**src/hdl/alle_pkg.sv**
```systemverilog
`timescale 1ns / 1ps
// ----------------------------------------------------------------------------
// alle_pkg: shared types and constants for the array linked list engine
// Command and result payloads, operation and status codes, RAM port bundles
// and the sequencer state type.
// ----------------------------------------------------------------------------
package alle_pkg;

    // Table geometry: slot fields are 8 bits wide, so the table has 256 entries
    localparam int SLOT_BITS   = 8;
    localparam int TABLE_DEPTH = 1 << SLOT_BITS;
    localparam int SLOTS       = 256;
    localparam int VALUE_BITS  = 32;
    localparam int FRESH_BITS  = SLOT_BITS + 1;

    // First slot index that is never handed out
    localparam logic [FRESH_BITS-1:0] FRESH_LIMIT = FRESH_BITS'(SLOTS);
    localparam logic [FRESH_BITS-1:0] FRESH_RESET = FRESH_BITS'(1);
    localparam logic [FRESH_BITS-1:0] FRESH_INIT  = FRESH_BITS'(2);

    localparam logic [SLOT_BITS-1:0] SLOT_NONE  = '0;
    localparam logic [SLOT_BITS-1:0] SLOT_FIRST = SLOT_BITS'(1);

    // Operation codes; codes above read act as read
    localparam logic [2:0] MODE_INIT   = 3'd0;
    localparam logic [2:0] MODE_AFTER  = 3'd1;
    localparam logic [2:0] MODE_BEFORE = 3'd2;
    localparam logic [2:0] MODE_DELETE = 3'd3;
    localparam logic [2:0] MODE_READ   = 3'd4;

    // Result status codes
    localparam logic [1:0] STAT_OK   = 2'd0;
    localparam logic [1:0] STAT_FULL = 2'd1;
    localparam logic [1:0] STAT_BAD  = 2'd2;

    typedef struct packed {
        logic [2:0]                   mode;
        logic [SLOT_BITS-1:0]         place;
        logic signed [VALUE_BITS-1:0] value;
    } t_cmd;

    typedef struct packed {
        logic [1:0]                   status;
        logic [SLOT_BITS-1:0]         slot;
        logic signed [VALUE_BITS-1:0] slot_value;
        logic [SLOT_BITS-1:0]         next_slot;
        logic [SLOT_BITS-1:0]         prev_slot;
        logic [SLOT_BITS-1:0]         head_slot;
        logic [SLOT_BITS-1:0]         tail_slot;
        logic [SLOT_BITS-1:0]         element_count;
    } t_result;

    // Port bundle of one link memory
    typedef struct packed {
        logic                 we;
        logic [SLOT_BITS-1:0] waddr;
        logic [SLOT_BITS-1:0] wdata;
        logic [SLOT_BITS-1:0] raddr;
    } t_link_port;

    // Port bundle of the value memory
    typedef struct packed {
        logic                  we;
        logic [SLOT_BITS-1:0]  waddr;
        logic [VALUE_BITS-1:0] wdata;
        logic [SLOT_BITS-1:0]  raddr;
    } t_val_port;

    typedef enum logic [2:0] {
        ST_IDLE,
        ST_LOOK,
        ST_TAKE,
        ST_WR1,
        ST_WR2
    } t_state;

endpackage

```
**src/hdl/alle_seq.sv**
```systemverilog
`timescale 1ns / 1ps
// ----------------------------------------------------------------------------
// alle_seq: operation sequencer of the linked list engine
// Reads the place entry, takes a slot from the freed stack or the fresh
// mark, then writes the new or cleared entry and the neighbor links.
// ----------------------------------------------------------------------------
module alle_seq (
    input  logic                            i_clk,
    input  logic                            i_rst_n,
    input  logic                            start,
    output logic                            busy,
    input  alle_pkg::t_cmd                  i_cmd,
    output alle_pkg::t_result               o_result,
    output logic                            o_done,
    output alle_pkg::t_link_port            o_fwd_port,
    output alle_pkg::t_link_port            o_bwd_port,
    output alle_pkg::t_val_port             o_val_port,
    input  logic [alle_pkg::SLOT_BITS-1:0]  i_fwd_rdata,
    input  logic [alle_pkg::SLOT_BITS-1:0]  i_bwd_rdata,
    input  logic [alle_pkg::VALUE_BITS-1:0] i_val_rdata
);

    alle_pkg::t_state r_state, n_state;

    // captured command
    logic [2:0]                          r_mode;
    logic [alle_pkg::SLOT_BITS-1:0]      r_place;
    logic [alle_pkg::VALUE_BITS-1:0]     r_value;

    // working links and the slot being inserted
    logic [alle_pkg::SLOT_BITS-1:0]      r_nx, n_nx;
    logic [alle_pkg::SLOT_BITS-1:0]      r_pv, n_pv;
    logic [alle_pkg::SLOT_BITS-1:0]      r_new, n_new;

    // list bookkeeping
    logic [alle_pkg::SLOT_BITS-1:0]      r_first, n_first;
    logic [alle_pkg::SLOT_BITS-1:0]      r_last, n_last;
    logic [alle_pkg::SLOT_BITS-1:0]      r_count, n_count;
    logic [alle_pkg::SLOT_BITS-1:0]      r_freed_top, n_freed_top;
    logic [alle_pkg::FRESH_BITS-1:0]     r_fresh, n_fresh;
    logic [alle_pkg::TABLE_DEPTH-1:0]    r_in_use, n_in_use;

    // result register
    logic                                r_done, n_done;
    logic [1:0]                          r_res_status, n_res_status;
    logic [alle_pkg::SLOT_BITS-1:0]      r_res_slot, n_res_slot;
    logic [alle_pkg::VALUE_BITS-1:0]     r_res_sval, n_res_sval;
    logic [alle_pkg::SLOT_BITS-1:0]      r_res_nx, n_res_nx;
    logic [alle_pkg::SLOT_BITS-1:0]      r_res_pv, n_res_pv;

    logic is_elem;
    logic is_insert;
    logic is_read;
    logic have_freed;
    logic have_fresh;

    assign is_elem    = (r_place != alle_pkg::SLOT_NONE)
                        && ({1'b0, r_place} < alle_pkg::FRESH_LIMIT)
                        && r_in_use[r_place];
    assign is_insert  = (r_mode == alle_pkg::MODE_AFTER) || (r_mode == alle_pkg::MODE_BEFORE);
    assign is_read    = !is_insert && (r_mode != alle_pkg::MODE_INIT)
                        && (r_mode != alle_pkg::MODE_DELETE);
    assign have_freed = (r_freed_top != alle_pkg::SLOT_NONE);
    assign have_fresh = (r_fresh < alle_pkg::FRESH_LIMIT);

    // next state
    always_comb begin
        n_state = r_state;
        case (r_state)
            alle_pkg::ST_IDLE: begin
                if (start) begin
                    n_state = alle_pkg::ST_LOOK;
                end
            end
            alle_pkg::ST_LOOK: begin
                if (r_mode == alle_pkg::MODE_INIT || !is_elem || is_read) begin
                    n_state = alle_pkg::ST_IDLE;
                end else if (r_mode == alle_pkg::MODE_DELETE) begin
                    n_state = alle_pkg::ST_WR1;
                end else if (have_freed) begin
                    n_state = alle_pkg::ST_TAKE;
                end else if (have_fresh) begin
                    n_state = alle_pkg::ST_WR1;
                end else begin
                    n_state = alle_pkg::ST_IDLE;
                end
            end
            alle_pkg::ST_TAKE: n_state = alle_pkg::ST_WR1;
            alle_pkg::ST_WR1:  n_state = alle_pkg::ST_WR2;
            alle_pkg::ST_WR2:  n_state = alle_pkg::ST_IDLE;
            default:           n_state = alle_pkg::ST_IDLE;
        endcase
    end

    // memory ports and busy
    always_comb begin
        busy       = (r_state != alle_pkg::ST_IDLE);
        o_fwd_port = '{we: 1'b0, waddr: r_place, wdata: r_nx, raddr: r_place};
        o_bwd_port = '{we: 1'b0, waddr: r_place, wdata: r_pv, raddr: r_place};
        o_val_port = '{we: 1'b0, waddr: r_place, wdata: r_value, raddr: r_place};
        case (r_state)
            alle_pkg::ST_IDLE: begin
                // look up the place entry of the incoming command
                o_fwd_port.raddr = i_cmd.place;
                o_bwd_port.raddr = i_cmd.place;
                o_val_port.raddr = i_cmd.place;
            end
            alle_pkg::ST_LOOK: begin
                // pop link of the freed stack
                o_fwd_port.raddr = r_freed_top;
                if (r_mode == alle_pkg::MODE_INIT) begin
                    o_val_port = '{we: 1'b1, waddr: alle_pkg::SLOT_FIRST, wdata: r_value,
                                   raddr: r_place};
                    o_fwd_port.we    = 1'b1;
                    o_fwd_port.waddr = alle_pkg::SLOT_FIRST;
                    o_fwd_port.wdata = alle_pkg::SLOT_NONE;
                    o_bwd_port.we    = 1'b1;
                    o_bwd_port.waddr = alle_pkg::SLOT_FIRST;
                    o_bwd_port.wdata = alle_pkg::SLOT_NONE;
                end
            end
            alle_pkg::ST_WR1: begin
                o_fwd_port.we = 1'b1;
                o_bwd_port.we = 1'b1;
                o_val_port.we = 1'b1;
                if (is_insert) begin
                    // fill the new entry
                    o_val_port.waddr = r_new;
                    o_fwd_port.waddr = r_new;
                    o_bwd_port.waddr = r_new;
                end else begin
                    // clear the deleted entry and push it on the freed stack
                    o_val_port.wdata = '0;
                    o_fwd_port.wdata = r_freed_top;
                    o_bwd_port.wdata = alle_pkg::SLOT_NONE;
                end
            end
            alle_pkg::ST_WR2: begin
                if (r_mode == alle_pkg::MODE_AFTER) begin
                    o_fwd_port = '{we: 1'b1, waddr: r_place, wdata: r_new, raddr: r_place};
                    o_bwd_port = '{we: (r_nx != alle_pkg::SLOT_NONE), waddr: r_nx,
                                   wdata: r_new, raddr: r_place};
                end else if (r_mode == alle_pkg::MODE_BEFORE) begin
                    o_bwd_port = '{we: 1'b1, waddr: r_place, wdata: r_new, raddr: r_place};
                    o_fwd_port = '{we: (r_pv != alle_pkg::SLOT_NONE), waddr: r_pv,
                                   wdata: r_new, raddr: r_place};
                end else begin
                    // join the former neighbors of the deleted slot
                    o_fwd_port = '{we: (r_pv != alle_pkg::SLOT_NONE), waddr: r_pv,
                                   wdata: r_nx, raddr: r_place};
                    o_bwd_port = '{we: (r_nx != alle_pkg::SLOT_NONE), waddr: r_nx,
                                   wdata: r_pv, raddr: r_place};
                end
            end
            default: begin
            end
        endcase
    end

    // bookkeeping and result datapath
    always_comb begin
        n_nx         = r_nx;
        n_pv         = r_pv;
        n_new        = r_new;
        n_first      = r_first;
        n_last       = r_last;
        n_count      = r_count;
        n_freed_top  = r_freed_top;
        n_fresh      = r_fresh;
        n_in_use     = r_in_use;
        n_done       = 1'b0;
        n_res_status = alle_pkg::STAT_OK;
        n_res_slot   = r_place;
        n_res_sval   = '0;
        n_res_nx     = alle_pkg::SLOT_NONE;
        n_res_pv     = alle_pkg::SLOT_NONE;
        case (r_state)
            alle_pkg::ST_LOOK: begin
                // neighbors seen from the place entry
                if (r_mode == alle_pkg::MODE_BEFORE) begin
                    n_nx = r_place;
                    n_pv = i_bwd_rdata;
                end else if (r_mode == alle_pkg::MODE_AFTER) begin
                    n_nx = i_fwd_rdata;
                    n_pv = r_place;
                end else begin
                    n_nx = i_fwd_rdata;
                    n_pv = i_bwd_rdata;
                end
                if (r_mode == alle_pkg::MODE_INIT) begin
                    n_in_use                       = '0;
                    n_in_use[alle_pkg::SLOT_FIRST] = 1'b1;
                    n_first     = alle_pkg::SLOT_FIRST;
                    n_last      = alle_pkg::SLOT_FIRST;
                    n_count     = alle_pkg::SLOT_FIRST;
                    n_freed_top = alle_pkg::SLOT_NONE;
                    n_fresh     = alle_pkg::FRESH_INIT;
                    n_done      = 1'b1;
                    n_res_slot  = alle_pkg::SLOT_FIRST;
                    n_res_sval  = r_value;
                end else if (!is_elem) begin
                    n_done       = 1'b1;
                    n_res_status = alle_pkg::STAT_BAD;
                end else if (is_read) begin
                    n_done     = 1'b1;
                    n_res_sval = i_val_rdata;
                    n_res_nx   = i_fwd_rdata;
                    n_res_pv   = i_bwd_rdata;
                end else if (is_insert) begin
                    if (have_freed) begin
                        n_new = r_freed_top;
                    end else if (have_fresh) begin
                        n_new   = r_fresh[alle_pkg::SLOT_BITS-1:0];
                        n_fresh = r_fresh + alle_pkg::FRESH_BITS'(1);
                    end else begin
                        n_done       = 1'b1;
                        n_res_status = alle_pkg::STAT_FULL;
                        n_res_sval   = i_val_rdata;
                        n_res_nx     = i_fwd_rdata;
                        n_res_pv     = i_bwd_rdata;
                    end
                end
            end
            alle_pkg::ST_TAKE: begin
                // pop the freed stack
                n_freed_top = i_fwd_rdata;
            end
            alle_pkg::ST_WR1: begin
                if (is_insert) begin
                    n_in_use[r_new] = 1'b1;
                end else begin
                    n_in_use[r_place] = 1'b0;
                    n_freed_top       = r_place;
                end
            end
            alle_pkg::ST_WR2: begin
                n_done   = 1'b1;
                n_res_nx = r_nx;
                n_res_pv = r_pv;
                if (is_insert) begin
                    n_count    = r_count + alle_pkg::SLOT_BITS'(1);
                    n_res_slot = r_new;
                    n_res_sval = r_value;
                    if (r_mode == alle_pkg::MODE_AFTER && r_nx == alle_pkg::SLOT_NONE) begin
                        n_last = r_new;
                    end
                    if (r_mode == alle_pkg::MODE_BEFORE && r_pv == alle_pkg::SLOT_NONE) begin
                        n_first = r_new;
                    end
                end else begin
                    n_count = r_count - alle_pkg::SLOT_BITS'(1);
                    if (r_pv == alle_pkg::SLOT_NONE) begin
                        n_first = r_nx;
                    end
                    if (r_nx == alle_pkg::SLOT_NONE) begin
                        n_last = r_pv;
                    end
                end
            end
            default: begin
            end
        endcase
    end

    // control registers
    always_ff @(posedge i_clk) begin
        if (!i_rst_n) begin
            r_state     <= alle_pkg::ST_IDLE;
            r_first     <= alle_pkg::SLOT_NONE;
            r_last      <= alle_pkg::SLOT_NONE;
            r_count     <= '0;
            r_freed_top <= alle_pkg::SLOT_NONE;
            r_fresh     <= alle_pkg::FRESH_RESET;
            r_in_use    <= '0;
            r_done      <= 1'b0;
        end else begin
            r_state     <= n_state;
            r_first     <= n_first;
            r_last      <= n_last;
            r_count     <= n_count;
            r_freed_top <= n_freed_top;
            r_fresh     <= n_fresh;
            r_in_use    <= n_in_use;
            r_done      <= n_done;
        end
    end

    // payload registers
    always_ff @(posedge i_clk) begin
        if (r_state == alle_pkg::ST_IDLE && start) begin
            r_mode  <= i_cmd.mode;
            r_place <= i_cmd.place;
            r_value <= i_cmd.value;
        end
        r_nx         <= n_nx;
        r_pv         <= n_pv;
        r_new        <= n_new;
        r_res_status <= n_res_status;
        r_res_slot   <= n_res_slot;
        r_res_sval   <= n_res_sval;
        r_res_nx     <= n_res_nx;
        r_res_pv     <= n_res_pv;
    end

    // head, tail and count are already final when the strobe is up
    assign o_done   = r_done;
    assign o_result = '{status:        r_res_status,
                        slot:          r_res_slot,
                        slot_value:    r_res_sval,
                        next_slot:     r_res_nx,
                        prev_slot:     r_res_pv,
                        head_slot:     r_first,
                        tail_slot:     r_last,
                        element_count: r_count};

endmodule

```
**config.mk**
```make
export PLATFORM = sky130hd
export DESIGN_NAME = alle_seq
export DESIGN_NICKNAME = d
export VERILOG_FILES = /design/src/hdl/alle_pkg.sv /design/src/hdl/alle_seq.sv
export SDC_FILE = /design/constraint.sdc
export NUM_CORES = 1
export LEC_CHECK = 0
export CORE_UTILIZATION = 60
export CTS_CLUSTER_DIAMETER = 40
export DETAILED_ROUTE_END_ITERATION = 7
export DONT_BUFFER_PORTS = 1
export PLACE_DENSITY = 0.76
export SLEW_MARGIN = 20
export SYNTH_ARGS = -nofsm -noshare
export SYNTH_HDL_FRONTEND = slang
export SYNTH_SLANG_ARGS = --single-unit
```
**constraint.sdc**
```tcl
create_clock -name i_clk -period 3.75 [get_ports i_clk]
set_input_delay 0 -clock i_clk [delete_from_list [all_inputs] [get_ports i_clk]]
set_output_delay 0 -clock i_clk [all_outputs]
set_load 0.02 [all_outputs]
```
==> qor.txt, run 1 <==
outcome -> finished with violations
failing checks -> negative hold slack
Synth Instances -> 2209
io pins -> 277
I/O Buffers -> 0
dpl cells -> 2519
Core ar. -> 32900 um^2
Nets -> 2328
Worst EP arrival -> 3.58 ns
Flop pwr share -> 0.425
top post-synthesis cells by count -> a21oi_1 (470), dfxtp_1 (359), o21ai_0 (297)
Die Ht -> 185 um
f_max -> 279 MHz
post-route ant nets -> 0
largest net degree at the start of global routing -> 177
Die X -> 185 um
drt via density -> 7.19
first-pass GRT wire length -> 111000 um
Worst Max-Slew Pin Slew -> 1.19 ns
Critical Path Fanout Max -> 27
DRC Markers -> 0
area grow syn2layout -> 16.3%
worst hold slack -> -0.112 ns
Skew-Pair Late Insertion Delay -> 0.61 ns
switching share of power -> 0.268
GRT Overall Usage -> 0.423
post-synth top area share -> 0.356
Worst setup EP type -> output pin
register bit count reported by yosys -> 426
Yosys cell types -> 72
Setup Crit Path Kind -> register to output pin
most numerous cell in the Yosys netlist -> a21oi_1
post-route setup TNS -> 0 ns
Async SR Flop Fraction -> 0
gpl congestion -> 0.956
Synth area leader -> dfxtp_1
post-cts sizing count -> 0
sequential element share of the synthesized area -> 0.455
CTS clk-pin slew, worst paths -> 0.06 ns
Finished Layout Cells -> 2719
Yosys warning count -> 0
dpl ws -> 0.351 ns
register area -> 9200 um^2
vias in the first global route -> 18606
VDD IR-drop max -> 473 uV
Synthesized Nets -> 2311
average wire per standard cell -> 27.3 um
TritonCTS Buffers -> 54
root buf cell -> clkbuf_16
mapped cell area -> 20200 um^2
vias -> 19548
MaxCap Viol Count -> 0
EDFF count, synth -> 67
Pwr per Cell Area -> 488 nW/um^2
clock power share -> 0.476
WP data required -> 3.75 ns
ranking of synthesized cells by area -> dfxtp_1 (36%), a21oi_1 (12%), edfxtp_1 (10%)
worst relative slew slack -> 0.199
First DRT Iteration DRCs -> 2857
Leak -> 8.16 nW
CTS max path bufs -> 3
Final min period -> 3.58 ns
RSZ-0062 raised after global routing -> false
DR pass1 iterations -> 8
die area -> 34400 um^2
Psw -> 3.06 mW
Worst Hold Class -> input port to register
initial antenna violation count -> 2
filler cell count -> 2434
clock sinks -> 426
Worst Setup Slack, final -> 0.172 ns
Hold Vio Cnt, Final -> 18
P_int -> 8.39 mW
Gate power share -> 0.099
share of layout cells above drive strength 1 -> 0.135
Initial Util -> 0.615
CTS tree -> built
H-tree depth -> 2
main flop type after synthesis -> dfxtp_1
Routed WL -> 74300 um
Slew Viols, Final -> 0
Setup Viol. Count Final -> 0
syn avg cell area -> 9.14 um^2
Startpoint Class -> register
GRT Residual Overflow -> 0
final worst clock skew -> 0.0510 ns
footprint of the multi-input gates -> 10000 um^2
DPL Wire Length -> 44300 um
# rows -> 66
period utilisation layout -> 0.954
[path summary, 6_finish.rpt]
check / startpoint / end / slack [ns] / depth (start not counted)
max: r_mode[2] / o_fwd_port[21] / 0.17 / 8
min reg2reg: r_value[26] / r_res_sval[26] / 0.49 / 1
max reg2reg: r_place[0] / r_fresh[6] / 0.26 / 10
min: i_rst_n / r_in_use[164] / -0.11 / 3
[routing by layer]
metal,share of wire,global-route usage
met1,0.36,0.525
met2,0.42,0.615
met3,0.14,0.136
met4,0.076,0.315
met5,0.00071,0.0133
[repair_timing]
action,CTS,global route
hold buffers,93,0
setup buffers,0,0
hold endpoints to repair,127,0
[critical path, cell delays in order, from the launching register on]
cell,delay [ns]
edfxtp_1,0.46
or3b_2,0.51
nand2_1,0.13
inv_1,0.12
buf_4,0.27
nor2_1,0.79
a22oi_1,0.26
o21ai_0,0.23
buf_4,0.21
[layout by cell type, fill, tap and decap left out, types with 66 or more instances in the layout]
cell type / n
nor2_1: 80
dlygate4sd3_1: 93
edfxtp_1: 67
a211oi_1: 79
o21ai_0: 294
mux2i_1: 66
dfxtp_1: 359
buf_4: 96
a21oi_1: 470
nand2_1: 133
[power groups by stage]
| stage | Sequential (mW) | Combinational (mW) | Clock, mW |
|---|---|---|---|
| floorplan | 4.91 | 0.737 | 0 |
| global placement | 4.95 | 0.979 | 0 |
| detailed placement | 4.96 | 0.991 | 0 |
| CTS | 4.86 | 1.09 | 5.46 |
| global route | 4.87 | 1.17 | 5.67 |
| finish | 4.87 | 1.13 | 5.46 |
[cell families (layout without fill, tap and decap cells)]
group	count (synthesis)	after routing	synth area share
XOR/XNOR	6	6	0.00260
AND/OR/NAND/NOR	393	393	0.0940
buffers and inverters	245	308	0.0540
multiplexers	140	140	0.110
other	0	5	0
flip-flops	426	426	0.455
AO/OA/AOI/OAI	991	991	0.279
adder cells (fa/ha/maj)	8	8	0.00533
[layout make-up]
type / count / area share
Multi-Input combinational cell: 1538 / 0.427
Sequential cell: 426 / 0.392
Timing Repair Buffer: 194 / 0.0746
Clock buffer: 66 / 0.0607
Tap cell: 442 / 0.0235
Clock inverter: 36 / 0.0201
Inverter: 12 / 0.00197
Antenna cell: 5 / 0.000533
[state kept, by name, summed over array words and instances, names as in the netlist, 9 cells and up]
| name | flops |
|---|---|
| r_fresh | 9 |
| r_res_sval | 32 |
| r_value | 32 |
| r_in_use | 256 |
[through the flow]
step	util	total power [mW]	area [um^2]	hold slack, ns
detailed placement	0.628	5.95	20600	0.0968
floorplan	-	5.65	20200	0.0989
global placement	0.628	5.93	20600	0.0930
CTS	0.714	11.4	23500	0.00665
global route	0.714	11.7	23500	0.0216
finish	0.715	11.5	23500	-0.112
No activity file was read; power rests on OpenSTA's default activity.
==> run 2, diff against run 1 <==
CORE_UTILIZATION = 50   (was 60)
==> run 2 against run 1 <==
Net effect: the flow now finishes without violations; highest routed layer unchanged; global-route usage shrank 5.6 points; final area up 1.2%; final cell count increased by 3.0%; critical endpoint is now o_bwd_port[20]; die area is 20% higher.
==> qor.txt, run 2 (synthesized netlist as in run 1, its figures left out) <==
die area -> 41200 um^2
register with the most flip-flops -> r_in_use
Initial Util -> 0.507
Pwr per Cell Area -> 500 nW/um^2
Slew Viols, Final -> 0
Die X -> 203 um
DPL Wire Length -> 48500 um
vias -> 19561
Leak -> 8.27 nW
post-route setup TNS -> 0 ns
I/O Buffers -> 0
DRC Markers -> 0
TritonCTS Buffers -> 58
commonest non-fill, non-tap cell in the layout -> a21oi_1
Routed WL -> 77900 um
root buf cell -> clkbuf_16
outcome -> finished, final reports clean
fin util -> 0.597
post-cts sizing count -> 0
max FFs per register -> 256
Hold Vio Cnt, Final -> 0
drt via density -> 6.99
VDD IR-drop max -> 405 uV
# rows -> 73
share of layout cells above drive strength 1 -> 0.136
area grow syn2layout -> 17.7%
gpl congestion -> 0.980
f_max -> 286 MHz
GRT Residual Overflow -> 0
Critical Path Fanout Max -> 22
io pins -> 277
initial antenna violation count -> 2
worst relative slew slack -> 0.221
Setup Crit Path Kind -> register to output pin
clock sinks -> 426
DR pass1 iterations -> 6
Worst Hold Class -> input port to register
Top Registers -> r_in_use: 256 flops, r_res_sval: 32 flops, r_value: 32 flops
post-route ant nets -> 0
Total Power -> 11.9 mW
Nets -> 2329
GRT Overall Usage -> 0.368
MaxCap Viol Count -> 0
Worst setup EP type -> output pin
# hold bufs at CTS -> 93
Post-CTS Setup Bufs -> 0
first-pass GRT wire length -> 116000 um
CTS max path bufs -> 3
WP data required -> 3.75 ns
most frequent cells in the layout -> a21oi_1 (470), dfxtp_1 (359), o21ai_0 (294)
largest net degree at the start of global routing -> 178
worst hold slack -> 0.0220 ns
Skew-Pair Late Insertion Delay -> 0.62 ns
H-tree depth -> 2
Worst Max-Slew Pin Slew -> 1.16 ns
Worst EP arrival -> 3.50 ns
First DRT Iteration DRCs -> 2709
period utilisation layout -> 0.934
CTS clk-pin slew, worst paths -> 0.06 ns
Startpoint Class -> register
Die Ht -> 203 um
RSZ-0062 raised after global routing -> false
CTS tree -> built
Core ar. -> 39800 um^2
Setup Viol. Count Final -> 0
average wire per standard cell -> 27.8 um
Final min period -> 3.50 ns
final worst clock skew -> 0.0252 ns
vias in the first global route -> 18373
run 2: power breakdown:
part | total, mW | switching [mW] | internal (mW) | leakage, nW
logic | 1.14 | 0.786 | 0.352 | 3.71
clock network | 5.85 | 2.18 | 3.67 | 1.01
registers | 4.89 | 0.142 | 4.74 | 3.54
run 2: final cells by class:
cell class	count	area, um^2
tap	525	657
sequential	426	9200
timing repair buffer	191	1770
fill	3348	16100
clock buffer	81	1700
clock inverter	26	365
multi-input combinational	1538	10000
antenna	1	2.50
inverter	12	46.3
run 2: worst max-delay path: stages, from the launching register on:
cell and delay (ns):
edfxtp_1 0.47, or3b_2 0.53, nand2_1 0.14, buf_4 0.33, o21ai_1 0.29, and2_0 0.40
a22oi_1 0.32, o21ai_0 0.19, buf_4 0.19
run 2: final timing paths:
path	start	end	slack, ns	cells after the start
setup / recovery	r_mode[2]	o_bwd_port[20]	0.25	8
hold / removal	i_cmd[38]	r_place[6]	0.02	1
setup reg to reg	r_place[0]	r_fresh[2]	0.35	11
hold reg to reg	r_value[15]	r_res_sval[15]	0.48	1
run 2: per-stage QoR:
step / instances / area, um^2 / setup slack (ns)
final: 2800 / 23800 / 0.249
after detailed placement: 2599 / 20800 / 0.422
after global routing: 2800 / 23800 / 0.166
after CTS: 2799 / 23800 / 0.333
after floorplan: 2209 / 20200 / 0.366
after global placement: 2599 / 20800 / 0.464
run 2: per-layer routing:
layer  vias to the layer above  part of all wire  global-route usage
li1                       8228                 -                   -
met1                      9409              0.37               0.473
met2                      1626              0.44               0.557
met3                       296              0.14               0.101
met4                         2             0.054               0.206
met5                         -          0.000090                   0
